--- src/design/si_pkg.sv ---
// Package for the segment intersection block: constants and pipeline types.
// No dependencies.
`timescale 1ns / 1ps
package si_pkg;
  localparam int COORD_FRAC_BITS = 12;
  localparam int CW = 24;
  localparam int VW = 25;
  localparam int PW = 50;
  localparam int XW = 51;
  localparam int DW = 52;
  localparam int QW = 16;

  typedef struct packed {
    logic              vld;
    logic              go;
    logic signed [CW-1:0] sax;
    logic signed [CW-1:0] say;
    logic signed [VW-1:0] ax;
    logic signed [VW-1:0] ay;
  } si_pay_t;

  typedef struct packed {
    si_pay_t       pay;
    logic [DW-1:0] r;
    logic [DW-1:0] d;
    logic [QW-1:0] q;
  } si_div_t;
endpackage

--- src/design/si_div_cell.sv ---
// One restoring division cell: produces one quotient bit and hands the
// remainder, divisor and payload to the next cell. Depends on si_pkg.
`timescale 1ns / 1ps
module si_div_cell (
  input  logic            clk_i,
  input  logic            rst_ni,
  input  logic            en_i,
  input  si_pkg::si_div_t d_i,
  output si_pkg::si_div_t d_o
);
  import si_pkg::*;

  logic [DW-1:0] r2;
  logic          take;
  si_pay_t       pay_q;
  logic [DW-1:0] r_q, dv_q;
  logic [QW-1:0] q_q;

  always_comb begin
    r2   = {d_i.r[DW-2:0], 1'b0};
    take = r2 >= d_i.d;
  end

  always_ff @(posedge clk_i or negedge rst_ni) begin
    if (!rst_ni) begin
      pay_q <= '0;
    end else if (en_i) begin
      pay_q <= d_i.pay;
    end
  end

  always_ff @(posedge clk_i) begin
    if (en_i) begin
      r_q  <= take ? r2 - d_i.d : r2;
      dv_q <= d_i.d;
      q_q  <= {d_i.q[QW-2:0], take};
    end
  end

  always_comb begin
    d_o.pay = pay_q;
    d_o.r   = r_q;
    d_o.d   = dv_q;
    d_o.q   = q_q;
  end
endmodule

--- config.mk ---
export PLATFORM = sky130hd
export DESIGN_NAME = si_div_cell
export DESIGN_NICKNAME = d
export VERILOG_FILES = /design/src/design/si_pkg.sv /design/src/design/si_div_cell.sv
export SDC_FILE = /design/constraint.sdc
export NUM_CORES = 1
export LEC_CHECK = 0
export ABC_AREA = 1
export BUFFER_PORTS_ARGS = -buffer_cell sky130_fd_sc_hd__buf_4
export CAP_MARGIN = 20
export CORE_AREA = 2 2 174 176
export DETAILED_ROUTE_END_ITERATION = 8
export DIE_AREA = 0 0 176 178
export GPL_TIMING_DRIVEN = 0
export HOLD_SLACK_MARGIN = 0.15
export PLACE_DENSITY = 0.71
export SLEW_MARGIN = 20
export SYNTH_ARGS = -nofsm -noshare
export SYNTH_HDL_FRONTEND = slang
export SYNTH_SLANG_ARGS = --single-unit
--- constraint.sdc ---
create_clock -name clk_i -period 1.15 [get_ports clk_i]
set_clock_uncertainty 0.1 [all_clocks]
set_input_delay 0.23 -clock clk_i [delete_from_list [all_inputs] [get_ports clk_i]]
set_output_delay 0.23 -clock clk_i [all_outputs]
set_load 0.005 [all_outputs]
# Yosys cells after proc, flatten, opt, wreduce, memory -nomap -nowiden
# Index checks and enable logic that the tools add are counted.
word_totals:
  regBits: 220
  latch_bits: 0
  ram_bits: 0
  mem_bits_ro: 0
  in_bits: 223
  output_inout_bits: 220
  word_cells: 13
  mem_count: 0
classes:
  addsub: 1
  multipliers: 0
  div: 0
  magnitude_cmp: 1
  eq_ne: 0
  shift: 0
  muxes: 1
  n_bitwise: 0
  n_reduce_logical: 0
ops:
  columns: ["operator", "count"]
  rows:
  - ["52-bit >= comparator", 1]
  - ["52-bit 2-to-1 mux", 1]
  - ["52-bit subtractor", 1]

# Longest topological paths before layout
logic_depth:
  ltp_word: 2
  mapped_depth: 16
  ltp_nobuf: 15

# Worst setup path after synthesis
# No wires, ideal clock.
synth_path:
  path_kind: "input-to-reg"
  start: "input port d_i[16] in the netlist's numbering"
  end: "register r_q[41] (data pin)"
  setup_ns: 0.253
  arrival_time_ns: 1.907
  t_required_ns: 0.797
  slack_ns: -1.110
  cell_stages: 13
  path_buffers: 2
  path_cell_list: "inv_1 fa_1 nand2_1 nand3_1 and2_1 nand3_1 nand3b_2 nand2_4 nand3_4 buf_8 buf_8 nand3_2 nand2_1"
synth_via:
  elab_chain_cells: 2
  word_cells_on_any_way: 3
  classes_between: "add/sub (1); order compare (1); mux (1)"
synth_rtl:
  columns: ["item", "line_no", "rtl"]
  rows:
  - ["from (decl)", "si_div_cell.sv:8", "input si_pkg::si_div_t d_i,"]
  - ["52-bit subtractor / 52-bit >= comparator (equally long branches)", "si_div_cell.sv:34, si_div_cell.sv:21", null]
  - ["52-bit 2-to-1 mux (*)", "si_div_cell.sv:34", "r_q <= take ? r2 - d_i.d : r2;"]
  - ["to (signal assigned)", "si_div_cell.sv:34", null]
  - ["to (decl)", "si_div_cell.sv:16", "logic [DW-1:0] r_q, dv_q;"]
# Mark *: on every way between the ends. The rest lies on a longest branch, timed or not.
# A chain may end at the register's enable or synchronous reset.

# Final worst setup path
layout_path:
  start: "input port d_i[89] in the netlist's numbering"
  end: "register r_q[42] (data pin)"
# Same word-level chain as after synthesis.

==> impl_results.rst <==
.. list-table::
   :header-rows: 1

   * - Metric
     - Value
   * - Status
     - finished, violations left
   * - Failing checks
     - negative hold slack, negative setup slack
   * - Min-Delay Startpoint
     - en_i
   * - Worst Setup Start Kind
     - primary input
   * - Largest family of logic cells by synthesized area
     - simple AND/OR/NAND/NOR gates
   * - Vias
     - about 14,000
   * - Root buffer cell
     - sky130_fd_sc_hd__clkbuf_16
   * - Final-report max-slew violation count
     - 0
   * - Distinct cell type count after synthesis
     - 39
   * - Global-route wire length before repair
     - 81.2 mm
   * - Cell repeated most along the worst path
     - sky130_fd_sc_hd__nand2_2
   * - Ordered list of cells on the worst path
     - buf_4, ha_4, nand2_4, inv_2, nand2_2, nand2_2, nand2_2, nand2_2, nand2_2, nand2_4, a21oi_4, nand3_4, buf_12, buf_12, nand3_4, nand2_2
   * - Hold Slack
     - -22.5 ps
   * - Leakage
     - 11.2 nW
   * - Final min period
     - 1950 ps
   * - Post-route fraction of the period consumed by the critical path
     - 169%
   * - Layout overhead on the synthesized area
     - 77.3%
   * - Insertion delay of the later-clocked pin in the worst-skew pair
     - 530 ps
   * - Critical R2R Launch
     - d_o[175]
   * - Cell area after synthesis
     - 13,000 um2
   * - Mapped Avg Cell Area
     - 8.51 um2
   * - Critical path fanouts, max
     - 8
   * - Gr ovfl total
     - 0
   * - Most frequent cell after synthesis
     - sky130_fd_sc_hd__nand2_1
   * - Flip-flop and latch count after synthesis
     - 220
   * - WL met3
     - 4.07 mm
   * - Crit path buf inv count
     - 4
   * - Clock buffer depth
     - 3
   * - Minimum setup slack among reg-to-reg paths
     - -40 ps
   * - Synthesized-area fraction occupied by xor and xnor cells
     - 1.96%
   * - Maximum cell stage delay along the critical path
     - 250 ps
   * - Placer Congestion
     - approximately 0.91
   * - HPWL after detailed placement
     - 36.9 mm
   * - Ys flop type
     - sky130_fd_sc_hd__edfxtp_1
   * - Cell count of the worst hold path
     - 1
   * - Routed wirelength normalized by instance count
     - ~22 um
   * - Number of rows in the core area
     - 63
   * - Proportion of layout cells with a drive suffix above 1
     - 42.4%
   * - Initial antenna violation count
     - 3
   * - Portion of netlist area occupied by mux cells
     - under 10%
   * - Placeable Area
     - 29,400 um2
   * - Post-synth EDFFs
     - 120
   * - Adder-Cell Fraction of Synth Area
     - 5.18%
   * - Routed vias/inst
     - 5.06
   * - Crit-path leading delay family
     - simple AND/OR/NAND/NOR gates
   * - Fraction of the mapped netlist area in compound gates
     - 2.90%
   * - Largest net degree at the start of global routing
     - 101
   * - Setup CP Type
     - in2reg
   * - Die H
     - 178 um
   * - TritonCTS clock tree
     - done
   * - Cell taking the most area after synthesis
     - sky130_fd_sc_hd__edfxtp_1
   * - Sequential cell area fraction in the yosys report
     - 47.1%
   * - Die span in x
     - between 150 and 200 um
   * - Setup repair after global routing missed its margin
     - true
   * - Clock sink count
     - 220
   * - DRC violations left
     - 0
   * - Number of H-tree branching levels
     - 1
   * - Setup violators final
     - 277
   * - Main area contributors after synthesis
     - sky130_fd_sc_hd__edfxtp_1 (28%), sky130_fd_sc_hd__dfrtp_1 (19%), sky130_fd_sc_hd__nand2_1 (14%)
   * - Number of global-route vias before repair
     - 14,036
   * - First drt pass iteration count
     - 6
   * - Net Count, Synth
     - between 1,500 and 2,000
   * - Register-to-Register Path Depth
     - 2
   * - Overall fraction of global-route tracks in use
     - 34.3%
   * - Worst slew pin tran
     - 782 ps
   * - Post-layout total power
     - 0.0266 W
   * - Endpoint with the worst hold slack
     - dv_q[51]
   * - Headroom to the max-slew limit
     - 47.8%
   * - Routed metal-1 wirelength
     - 21.9 mm
   * - Minimum setup slack in the final design
     - -795 ps
   * - Area of the die
     - 31,300 um2
   * - Synth cell count leaders
     - sky130_fd_sc_hd__nand2_1 (485), sky130_fd_sc_hd__inv_1 (303), sky130_fd_sc_hd__edfxtp_1 (120)
   * - Final count of hold timing violations
     - 10
   * - Crit-path slowest cell
     - sky130_fd_sc_hd__a21oi_4
   * - Path class of the lowest-slack min-delay path
     - in2reg
   * - Worst slack after detailed placement
     - -1940 ps
   * - Worst EP required
     - 1330 ps
   * - Final wirelength
     - between 50 and 60 mm
   * - Total number of nets in the final design
     - between 2,000 and 3,000
   * - Number of DRC violations after detailed-routing iteration 0
     - 1,026
   * - Endpoint arrival time on the critical path
     - 2130 ps
   * - Critical path capture point type
     - flop
   * - IR Drop Worst-Case VDD
     - approximately 1.1 mV
   * - Gate count of the mapped netlist
     - 1,523
   * - Worst reg2reg path endpoint
     - d_o[175]
   * - Fraction of registers with async set/reset
     - 45.5%
   * - Met2 routed WL
     - 29.4 mm
   * - Count of port buffers added during placement
     - 440
   * - I/O pin total
     - between 400 and 500
   * - Clock buffer count from CTS
     - 25
   * - Uppermost layer routed
     - met4
   * - Post-route ant nets
     - 0
   * - Power per cell area
     - 1160 nW/um2
   * - Maximum clock frequency
     - 514 MHz
   * - Initial cell density of the core
     - 44.1%
   * - Max Cap Violations
     - 0
   * - Yosys warning count
     - 0
   * - Area fraction of the dominant cell type after synthesis
     - 27.8%
   * - Clock transition at the register clock pins on the worst setup and hold paths after CTS
     - 60 ps
   * - Simple-gate portion of the synthesized area
     - 24.1%
==> registers in the layout (all words and copies together) (netlist names) <==
| name | cells |
|---|---|
| r_q | 52 |
| d_o | 100 |
| dv_q | 52 |
| q_q | 16 |
==> worst reg2reg max path, stage by stage, from the launching register on <==
cell	delay [ps]
sky130_fd_sc_hd__dfrtp_1	470
sky130_fd_sc_hd__buf_4	180
sky130_fd_sc_hd__mux2_2	310
==> kinds of logic after synthesis <==
group / after synthesis
muxes: 100
buffers and inverters: 339
xor gates and xnor gates: 29
adders and majority gates: 53
DFF: 220
AOI/OAI and AO/OA: 68
and+or+nand+nor: 714
==> worst max path at each step <==
stage,cells after the start,startpoint,endpoint
floorplan,12,d_i[68],r_q[41]
global placement,12,d_i[28],r_q[49]
detailed placement,12,d_i[28],r_q[46]
CTS,14,d_i[112],r_q[41]
global route,16,d_i[35],r_q[47]
finish,16,d_i[89],r_q[42]
==> per-layer routing <==
layer,vias up,global-route usage (%)
li1,6395,-
met1,6606,39.1
met2,622,61.2
met3,185,7.67
met4,0,16.5
met5,-,0
==> cell usage in the layout (no fill, tap or decap), drive strengths merged, types with 3 or more instances in the layout <==
cell type,n
dlygate4sd3,219
buf,555
and2,6
nand3b,15
edfxtp,120
nand3,63
o21ai,29
nand4,34
nor2,91
ha,52
a21oi,31
o21bai,5
nor3,7
inv,315
xor2,29
clkinv,5
dfrtp,100
nand2,495
clkbuf,57
mux2,100
diode,3
==> through the flow <==
step	setup TNS [ps]	instance area, um2	std cells	hold slack (ps)	utilization (%)
floorplan	-44420	13600	1523	-166	-
global placement	-366130	17400	2353	308	59.2
detailed placement	-187290	17500	2354	285	59.4
CTS	-85930	22100	2677	-70.5	75.3
global route	-99620	23000	2728	-15.9	78.1
finish	-89630	23000	2728	-22.5	78.1
==> power by group <==
group | internal (W) | switching (W) | leakage (nW) | total (W)
sequential | 0.00928 | 0.000524 | 2.34 | 0.00981
clock | 0.00459 | 0.00333 | 0.401 | 0.00792
combinational | 0.00459 | 0.00424 | 8.47 | 0.00883
==> final cells by class <==
class                           instances  area [um2]
Clock buffer                           39         771
Antenna cell                            3        7.51
Inverter                              314        1230
Sequential cell                       220        6110
Multi-Input combinational cell        964        6860
Fill cell                            1798        6430
Timing Repair Buffer                  768        7140
Tap cell                              390         488
Clock inverter                          6        31.3
Buffer                                 24         333
==> what timing repair did <==
| action | 4_1_cts | 5_1_grt |
|---|---|---|
| hold endpoints to repair | 367 | 51 |
| gates cloned | 3 | 2 |
| resized for setup | 332 | 143 |
| buffers inserted | 58 | 46 |
| hold buffers | 217 | 2 |
| setup endpoints to repair | 373 | 373 |
| pin swaps | 67 | 55 |
Note: power is estimated with default switching activity, not from simulation.
